$ cat src/rtl/be3_pkg.sv
// ----------------------------------------------------------------------------
// be3_pkg
// Shared types and constants of the 3x3 binary erosion block.
// ----------------------------------------------------------------------------
`timescale 1ns / 1ps
`default_nettype none

package be3_pkg;

  localparam int MAX_WIDTH_DEF = 1024;
  localparam int MAX_HEIGHT    = 4096;
  localparam int RESET_WIDTH   = 640;
  localparam int RESET_HEIGHT  = 480;
  localparam int MIN_SIZE      = 3;

  localparam int IMG_W_BITS = 11;
  localparam int IMG_H_BITS = 13;
  localparam int ROW_W      = 13;
  localparam int CFG_DATA_W = 13;
  localparam int CFG_IDX_W  = 2;

  localparam logic [CFG_IDX_W-1:0] CFG_IDX_IMAGE_WIDTH     = 2'd0;
  localparam logic [CFG_IDX_W-1:0] CFG_IDX_IMAGE_HEIGHT    = 2'd1;
  localparam logic [CFG_IDX_W-1:0] CFG_IDX_EIGHT_CONNECTED = 2'd2;

  localparam int COL_BITS = 3;
  localparam int WIN_BITS = 3 * COL_BITS;
  localparam int LB_W     = 2;

  localparam logic [WIN_BITS-1:0] CROSS_MASK = 9'h0BA;
  localparam logic [WIN_BITS-1:0] FULL_MASK  = 9'h1FF;

  typedef struct packed {
    logic       action;
    logic [7:0] pixel_byte;
  } in_item_t;

  typedef struct packed {
    logic eroded_pixel;
    logic frame_last;
  } out_item_t;

  typedef struct packed {
    logic shift;
    logic clear;
  } win_ctl_t;

endpackage

`default_nettype wire

$ cat src/rtl/be3_line_buf.sv
// ----------------------------------------------------------------------------
// be3_line_buf
// Line buffer memory: per column, the pixel of the row above and two above.
// ----------------------------------------------------------------------------
`timescale 1ns / 1ps
`default_nettype none

module be3_line_buf #(
  parameter int DEPTH = be3_pkg::MAX_WIDTH_DEF,
  parameter int AW    = 10
) (
  input  wire logic                    clk,
  input  wire logic                    rd_en,
  input  wire logic [AW-1:0]           rd_addr,
  output logic      [be3_pkg::LB_W-1:0] rd_data,
  input  wire logic                    wr_en,
  input  wire logic [AW-1:0]           wr_addr,
  input  wire logic [be3_pkg::LB_W-1:0] wr_data
);
  import be3_pkg::*;

  logic [LB_W-1:0] mem [DEPTH];
  logic [LB_W-1:0] rd_data_r;

  always_ff @(posedge clk) begin
    if (wr_en) begin
      mem[wr_addr] <= wr_data;
    end
  end

  always_ff @(posedge clk) begin
    if (rd_en) begin
      rd_data_r <= mem[rd_addr];
    end
  end

  assign rd_data = rd_data_r;

endmodule

`default_nettype wire

$ cat src/rtl/be3_win_cell.sv
// ----------------------------------------------------------------------------
// be3_win_cell
// One column of the 3x3 window; shifts to its neighbor on every beat, or loads zero on a clear beat.
// ----------------------------------------------------------------------------
`timescale 1ns / 1ps
`default_nettype none

module be3_win_cell (
  input  wire logic                          clk,
  input  wire logic                          rst_n,
  input  wire be3_pkg::win_ctl_t             ctl,
  input  wire logic [be3_pkg::COL_BITS-1:0]  col_in,
  output logic      [be3_pkg::COL_BITS-1:0]  col_out
);
  import be3_pkg::*;

  logic [COL_BITS-1:0] col_r;
  logic [COL_BITS-1:0] col_nxt;

  always_comb begin
    col_nxt = col_r;
    if (ctl.shift) begin
      col_nxt = ctl.clear ? '0 : col_in;
    end
  end

  always_ff @(posedge clk) begin
    if (!rst_n) begin
      col_r <= '0;
    end else begin
      col_r <= col_nxt;
    end
  end

  assign col_out = col_r;

endmodule

`default_nettype wire

$ cat src/rtl/binary_erosion_3x3_top.sv
// Stage 1 holds each input beat while its line-buffer read lands, then the
// output register holds its result. Items that give no result leave no beat.
// Throughput: one item per cycle unless out_ready stalls; one line-buffer read
// and write per cycle; the three-cell window chain shifts once per item.
// Reset: synchronous, active low; clears counters, window and valid flags and
// loads width 640, height 480, 4-neighbour mode. Line buffers are not cleared.
// ----------------------------------------------------------------------------
// binary_erosion_3x3_top
// 3x3 binary erosion over a raster pixel stream with a line buffer of two rows.
// ----------------------------------------------------------------------------
`timescale 1ns / 1ps
`default_nettype none

module binary_erosion_3x3_top #(
  parameter int MAX_WIDTH = be3_pkg::MAX_WIDTH_DEF
) (
  input  wire logic                            clk,
  input  wire logic                            rst_n,
  input  wire logic                            in_valid,
  output logic                                 in_ready,
  input  wire be3_pkg::in_item_t               in_data,
  output logic                                 out_valid,
  input  wire logic                            out_ready,
  output be3_pkg::out_item_t                   out_data,
  input  wire logic                            cfg_valid,
  output logic                                 cfg_ready,
  input  wire logic [be3_pkg::CFG_IDX_W-1:0]   cfg_index,
  input  wire logic [be3_pkg::CFG_DATA_W-1:0]  cfg_data
);
  import be3_pkg::*;

  localparam int CW    = (MAX_WIDTH > 2) ? $clog2(MAX_WIDTH) : 1;
  localparam int WW    = $clog2(MAX_WIDTH + 1);
  localparam int RST_W = (RESET_WIDTH > MAX_WIDTH) ? MAX_WIDTH : RESET_WIDTH;

  // configuration
  logic [WW-1:0]    eff_w_r, eff_w_nxt;
  logic [ROW_W-1:0] eff_h_r, eff_h_nxt;
  logic             eight_r, eight_nxt;
  logic [IMG_W_BITS-1:0] w_val;
  logic [IMG_H_BITS-1:0] h_val;
  logic [WW-1:0]    w_clamp;
  logic [ROW_W-1:0] h_clamp;
  logic             cfg_wr;

  // position counters
  logic [CW-1:0]    col_r, col_nxt;
  logic [ROW_W-1:0] row_r, row_nxt;
  logic [WW-1:0]    col_ext, col_inc;
  logic             frame_end, emit, interior, pix_fg, accept;

  // stage 1
  logic             s1_v_r, s1_v_nxt;
  logic             s1_pix_r, s1_emit_r, s1_int_r, s1_last_r;
  logic [CW-1:0]    s1_addr_r;
  logic             s1_adv;

  // line buffer and window
  logic [LB_W-1:0]     lb_rd;
  logic [LB_W-1:0]     lb_wr;
  logic [COL_BITS-1:0] col_new, q2, q1, q0;
  logic [WIN_BITS-1:0] win_nxt, mask;
  win_ctl_t            win_ctl;
  logic                res;

  // output
  logic      out_valid_r, out_valid_nxt;
  out_item_t out_data_r;

  // configuration port
  assign cfg_ready = 1'b1;
  assign cfg_wr    = cfg_valid && cfg_ready;
  assign w_val     = cfg_data[IMG_W_BITS-1:0];
  assign h_val     = cfg_data[IMG_H_BITS-1:0];

  always_comb begin
    if (int'(w_val) < MIN_SIZE) begin
      w_clamp = WW'(MIN_SIZE);
    end else if (int'(w_val) > MAX_WIDTH) begin
      w_clamp = WW'(MAX_WIDTH);
    end else begin
      w_clamp = WW'(w_val);
    end
    if (int'(h_val) < MIN_SIZE) begin
      h_clamp = ROW_W'(MIN_SIZE);
    end else if (int'(h_val) > MAX_HEIGHT) begin
      h_clamp = ROW_W'(MAX_HEIGHT);
    end else begin
      h_clamp = ROW_W'(h_val);
    end
  end

  always_comb begin
    eff_w_nxt = eff_w_r;
    eff_h_nxt = eff_h_r;
    eight_nxt = eight_r;
    if (cfg_wr) begin
      unique case (cfg_index)
        CFG_IDX_IMAGE_WIDTH:     eff_w_nxt = w_clamp;
        CFG_IDX_IMAGE_HEIGHT:    eff_h_nxt = h_clamp;
        CFG_IDX_EIGHT_CONNECTED: eight_nxt = cfg_data[0];
        default: ;
      endcase
    end
  end

  always_ff @(posedge clk) begin
    if (!rst_n) begin
      eff_w_r <= WW'(RST_W);
      eff_h_r <= ROW_W'(RESET_HEIGHT);
      eight_r <= 1'b0;
    end else begin
      eff_w_r <= eff_w_nxt;
      eff_h_r <= eff_h_nxt;
      eight_r <= eight_nxt;
    end
  end

  // input side: position and border decisions
  assign accept    = in_valid && in_ready;
  assign pix_fg    = !in_data.action && (in_data.pixel_byte != '0);
  assign col_ext   = WW'(col_r);
  assign col_inc   = col_ext + WW'(1);
  assign frame_end = (col_r == '0) &&
                     ({1'b0, row_r} >= ({1'b0, eff_h_r} + (ROW_W+1)'(1)));
  assign emit      = (row_r >= ROW_W'(2)) || ((row_r == ROW_W'(1)) && (col_r != '0));
  assign interior  = (col_ext >= WW'(2)) && (col_ext < eff_w_r) &&
                     (row_r >= ROW_W'(2)) && (row_r < eff_h_r);

  always_comb begin
    col_nxt = col_r;
    row_nxt = row_r;
    if (accept) begin
      if (frame_end) begin
        col_nxt = '0;
        row_nxt = '0;
      end else if (col_inc >= eff_w_r) begin
        col_nxt = '0;
        row_nxt = row_r + ROW_W'(1);
      end else begin
        col_nxt = CW'(col_inc);
      end
    end
  end

  always_ff @(posedge clk) begin
    if (!rst_n) begin
      col_r <= '0;
      row_r <= '0;
    end else begin
      col_r <= col_nxt;
      row_r <= row_nxt;
    end
  end

  // stage 1: hold the item while the line-buffer read lands
  assign s1_adv   = s1_v_r && (!out_valid_r || out_ready);
  assign in_ready = !s1_v_r || s1_adv;

  always_comb begin
    s1_v_nxt = s1_v_r;
    if (accept) begin
      s1_v_nxt = 1'b1;
    end else if (s1_adv) begin
      s1_v_nxt = 1'b0;
    end
  end

  always_ff @(posedge clk) begin
    if (!rst_n) begin
      s1_v_r <= 1'b0;
    end else begin
      s1_v_r <= s1_v_nxt;
    end
  end

  always_ff @(posedge clk) begin
    if (accept) begin
      s1_pix_r  <= pix_fg;
      s1_emit_r <= emit;
      s1_int_r  <= interior;
      s1_last_r <= frame_end;
      s1_addr_r <= col_r;
    end
  end

  assign lb_wr = {s1_pix_r, lb_rd[1]};

  be3_line_buf #(
    .DEPTH (MAX_WIDTH),
    .AW    (CW)
  ) u_line_buf (
    .clk     (clk),
    .rd_en   (accept),
    .rd_addr (col_r),
    .rd_data (lb_rd),
    .wr_en   (s1_adv),
    .wr_addr (s1_addr_r),
    .wr_data (lb_wr)
  );

  // window chain: newest column enters cell 2
  assign col_new       = {s1_pix_r, lb_rd[1], lb_rd[0]};
  assign win_ctl.shift = s1_adv;
  assign win_ctl.clear = s1_last_r;

  be3_win_cell u_cell2 (.clk(clk), .rst_n(rst_n), .ctl(win_ctl), .col_in(col_new), .col_out(q2));
  be3_win_cell u_cell1 (.clk(clk), .rst_n(rst_n), .ctl(win_ctl), .col_in(q2),      .col_out(q1));
  be3_win_cell u_cell0 (.clk(clk), .rst_n(rst_n), .ctl(win_ctl), .col_in(q1),      .col_out(q0));

  assign win_nxt = {col_new, q2, q1};
  assign mask    = eight_r ? FULL_MASK : CROSS_MASK;
  assign res     = s1_int_r && ((win_nxt & mask) == mask);

  // output register
  always_comb begin
    out_valid_nxt = out_valid_r;
    if (s1_adv) begin
      out_valid_nxt = s1_emit_r;
    end else if (out_ready) begin
      out_valid_nxt = 1'b0;
    end
  end

  always_ff @(posedge clk) begin
    if (!rst_n) begin
      out_valid_r <= 1'b0;
    end else begin
      out_valid_r <= out_valid_nxt;
    end
  end

  always_ff @(posedge clk) begin
    if (s1_adv) begin
      out_data_r.eroded_pixel <= res;
      out_data_r.frame_last   <= s1_last_r;
    end
  end

  assign out_valid = out_valid_r;
  assign out_data  = out_data_r;

`ifndef NO_ASSERTIONS
  a_accept_fills_s1: assert property (@(posedge clk) disable iff (!rst_n)
    accept |=> s1_v_r)
    else $error("accepted beat did not reach stage 1");

  a_stall_blocks_input: assert property (@(posedge clk) disable iff (!rst_n)
    (s1_v_r && out_valid_r && !out_ready) |-> !in_ready)
    else $error("input taken while pipeline stalled");

  a_last_is_background: assert property (@(posedge clk) disable iff (!rst_n)
    out_valid |-> !(out_data.frame_last && out_data.eroded_pixel))
    else $error("frame_last beat carries foreground");

  a_window_cleared: assert property (@(posedge clk) disable iff (!rst_n)
    (s1_adv && s1_last_r) |=> (q2 == '0 && q1 == '0 && q0 == '0))
    else $error("window not cleared at frame end");
`endif

endmodule

`default_nettype wire
$ cat config.mk
export PLATFORM = sky130hd
export DESIGN_NAME = binary_erosion_3x3_top
export DESIGN_NICKNAME = d
export VERILOG_FILES = /design/src/rtl/be3_pkg.sv /design/src/rtl/be3_line_buf.sv /design/src/rtl/be3_win_cell.sv /design/src/rtl/binary_erosion_3x3_top.sv
export SDC_FILE = /design/constraint.sdc
export NUM_CORES = 2
export LEC_CHECK = 0
export BUFFER_PORTS_ARGS = -buffer_cell sky130_fd_sc_hd__buf_2
export CAP_MARGIN = 10
export CORE_ASPECT_RATIO = 0.6
export CORE_MARGIN = 2
export CORE_UTILIZATION = 31
export DETAILED_ROUTE_END_ITERATION = 10
export PLACE_DENSITY_LB_ADDON = 0.2
export SYNTH_ARGS = -nofsm -noshare
export SYNTH_HDL_FRONTEND = slang
export SYNTH_SLANG_ARGS = --single-unit
$ cat constraint.sdc
create_clock -name clk -period 29.3 [get_ports clk]
set_clock_uncertainty 0.1 [all_clocks]
set_input_delay 2.93 -clock clk [delete_from_list [all_inputs] [get_ports clk]]
set_output_delay 2.93 -clock clk [all_outputs]
set_load 0.005 [all_outputs]
==> metrics.md <==
| Metric | Value |
|---|---|
| Crit. End Element | `flip-flop` |
| Syn nets | `~5400` |
| Yosys warns | `0` |
| Synth Instances | `between 5000 and 6000` |
| Area Overhead vs Synth | `12.0%` |
| Die H | `between 400 and 500 um` |
| Root Buffer | `clkbuf_16` |
| DRC viols | `0` |
| Async SR Flop Fraction | `0` |
| Area of the multi-input gates | `about 0.023 sq mm` |
| RSZ-0062 raised after global routing | `no` |
| DRT iter0 DRCs | `~7800` |
| Routed vias | `between 50000 and 60000` |
| Port Buffers | `32` |
| Fmax achieved | `roughly 150 MHz` |
| CP max FO | `39` |
| Failing checks | `capacitance limit` |
| Hold-fix buffers, CTS | `0` |
| Post-synthesis sequential area ratio | `0.715` |
| Io pins | `34` |
| Clock-pin slew on the worst setup and hold paths | `about 70 ps` |
| CTS tree | `done` |
| FP Rows | `between 150 and 200` |
| Final ANT Viol Nets | `0` |
| Netlist cell types | `82` |
| Hold crit path type | `reg2reg` |
| CP Launch Type | `flip-flop` |
| CTS Sinks | `between 2000 and 2500` |
| Worst Tran Pin Value | `1450 ps` |
| Critical Path AT | `7110 ps` |
| First-pass GRT wire length | `between 400 and 500 mm` |
| Post-synth EDFFs | `2066` |
| Primary FF master, synth | `edfxtp_1` |
| Slew headroom | `0.00580` |
| H-tree depth | `4` |
| CTS max path bufs | `4` |
| Sequential cell area | `around 0.063 sq mm` |
| Flops & latches, synth | `approximately 2100` |
| Nets | `between 5000 and 6000` |
| Pwr dens | `63.6 mW/mm^2` |
| Mean Syn Cell Area | `approximately 17 sq um` |
| Initial antenna violation count | `40` |
| Tcrit/Tclk final | `0.225` |
| Post-cts resize count | `0` |
| Grt ovf | `0` |
| CTS Buf Count | `between 150 and 200` |
| Fill cells | `around 27000` |
| Critical path class | `reg2reg` |
| Max-slew violations | `0` |
| Minimum clock period | `between 6000 and 7000 ps` |
| Core area | `0.283 sq mm` |
| Vias/cell | `5.52` |
| Post-place setup slack | `about 23000 ps` |
| Cells along the critical path | `buf_4 > buf_4 > buf_4 > buf_4 > buf_4 > mux4_1 > mux4_2 > nand2_1 > a31oi_1 > nor4_1 > nor4_1 > a311o_1` |
| Setup WS post-layout | `between 20000 and 25000 ps` |
| Slowest-stage cell, CP | `buf_4` |
| Area contributors post-synth | `edfxtp_1, mux4_2, nor2_1` |
| Setup Buffers After CTS | `0` |
| Vias in the first global route | `about 49000` |
| Routed WL per cell | `between 30 and 40 um` |
| First drt pass iteration count | `6` |
| Most frequent CP cell | `buf_4` |
| Area leader, netlist | `edfxtp_1` |
| Max IR drop VDD | `roughly 0.000047 V` |
| Total track usage | `0.198` |
| Slowest stage delay, CP | `roughly 740 ps` |
| Cell Area, Synth | `0.0883 sq mm` |
| Hpwl dp | `about 170 mm` |
| Aggregate routed wire length | `between 200 and 300 mm` |
| Die Area | `about 0.29 sq mm` |
| Chip Width | `about 690 um` |
| RePlAce Congestion | `approximately 0.83` |
| Initial Util | `0.312` |
| Outcome | `finished with violations` |
| Clk Latency, worst-skew pair | `between 800 and 900 ps` |
| Post-synth top area share | `0.702` |
| MaxCap Viol Count | `1` |
| Critical Path RT | `slightly below 30000 ps` |
| # setup viols final | `0` |
| Proportion of layout cells with a drive suffix above 1 | `0.179` |
| Setup TNS after final layout | `0 ps` |
| Final number of hold-violating endpoints | `0` |
| Largest net degree at the start of global routing | `approximately 230` |
| P_leak | `approximately 30 nW` |
==> worst paths after layout <==
kind	start	end	slack, ps	cells past startpoint
worst max-delay path	col_r[0]	u_line_buf.rd_data[0]	22700	12
worst min-delay path	eff_w_r[7]	eff_w_r[7]	380	2
worst max register to register	col_r[0]	u_line_buf.rd_data[0]	22700	12
worst min register to register	eff_w_r[7]	eff_w_r[7]	380	2
==> cell type report <==
cell class | instances | area share
Multi-Input combinational cell | 2757 | 0.235
Antenna cell | 4 | 0.000101
Inverter | 39 | 0.00154
Tap cell | 3748 | 0.0474
Timing Repair Buffer | 199 | 0.0150
Sequential cell | 2122 | 0.638
Clock inverter | 104 | 0.00966
Clock buffer | 249 | 0.0531
==> synth_stat cells (all sizes together) (9+ instances only) <==
| library cell | instances |
|---|---|
| a221oi | 41 |
| nand3b | 12 |
| mux2i | 190 |
| o21ai | 58 |
| edfxtp | 2066 |
| o21a | 10 |
| nor3b | 15 |
| a31oi | 19 |
| o211ai | 13 |
| mux4 | 452 |
| and3 | 16 |
| o221ai | 12 |
| nand4 | 16 |
| nor3 | 33 |
| clkbuf | 209 |
| a211oi | 14 |
| mux2 | 12 |
| nor2 | 1100 |
| a21oi | 79 |
| nand3 | 65 |
| a21o | 15 |
| a21boi | 20 |
| and2 | 12 |
| a222oi | 9 |
| a22oi | 48 |
| nand2 | 206 |
| nand2b | 10 |
| a22o | 9 |
| nor4 | 19 |
| buf | 206 |
| dfxtp | 56 |
| inv | 37 |
| nor2b | 36 |
| ha | 54 |
| o31ai | 9 |
| xnor2 | 25 |
| o22ai | 44 |
==> cell families after synthesis <==
| family | share of synthesized area |
|---|---|
| buffers and inverters | 0.0259 |
| xor gates and xnor gates | 0.00268 |
| AOI/OAI and AO/OA | 0.0355 |
| other | 0.0000425 |
| muxes | 0.139 |
| DFF | 0.715 |
| adders and majority gates | 0.00765 |
| and+or+nand+nor | 0.0741 |
==> per-stage QoR <==
| stage | hold slack, ps | instances | utilization | power (W) | area, sq um |
|---|---|---|---|---|---|
| floorplan | 332 | 5333 | - | 0.00370 | 88300 |
| global placement | 352 | 8857 | 0.328 | 0.00376 | 92700 |
| detailed placement | 358 | 8861 | 0.328 | 0.00376 | 92700 |
| CTS | 380 | 9214 | 0.350 | 0.00632 | 98900 |
| global route | 399 | 9218 | 0.350 | 0.00646 | 98900 |
| finish | 379 | 9222 | 0.350 | 0.00629 | 99000 |
==> critical path, delay by kind of cell (launching register included) <==
family | cells | cell delay (ps)
simple gates | 3 | 620
mux | 2 | 1160
buf+inv | 5 | 3310
flops | 1 | 410
compound gates | 2 | 560
==> cells in the final DEF, fill, tap and decap left out, types with 13 or more instances in the layout <==
cell type  count
edfxtp_1    2066
nor2_1      1097
mux4_2       434
clkbuf_16    202
mux2i_1      190
nand2_1      186
buf_4        156
a21oi_1       79
nand3_1       56
o21ai_0       56
ha_1          54
dfxtp_1       50
a22oi_1       48
clkbuf_1      45
clkinv_1      44
o22ai_1       44
a221oi_1      40
clkinv_2      37
buf_2         35
inv_1         34
nor2b_1       33
nor3_1        31
xnor2_1       25
nand2_4       20
a31oi_1       19
a21boi_0      19
nor4_1        18
mux4_1        18
bufinv_16     18
and3_1        16
nand4_1       16
a21o_1        15
a211oi_1      13
o211ai_1      13
nor3b_1       13
==> report_power, final <==
group          switching [W]  internal (W)
logic               0.000225      0.000118
registers         0.00000677       0.00334
clock network        0.00117       0.00143
==> sequential cells by signal, summed over array words and instances, names as in the netlist, 2 cells and up <==
register            flops
u_line_buf.mem       2048
u_cell2.col_out         3
eff_h_r                13
s1_addr_r              10
out_data                2
u_cell1.col_out         3
u_line_buf.rd_data      2
eff_w_r                11
row_r                  13
col_r                  10
==> metal layers <==
metal | routed length (um) | vias to the layer above | global-route usage | part of all wire
met4 | 5180 | 14 | 0.0376 | 0.018
met1 | 138000 | 27100 | 0.313 | 0.47
met5 | 89 | - | 0 | 0.00030
li1 | - | 20800 | - | -
met2 | 115000 | 2731 | 0.263 | 0.39
met3 | 34000 | 306 | 0.0617 | 0.12
No activity file was read; power rests on OpenSTA's default activity.
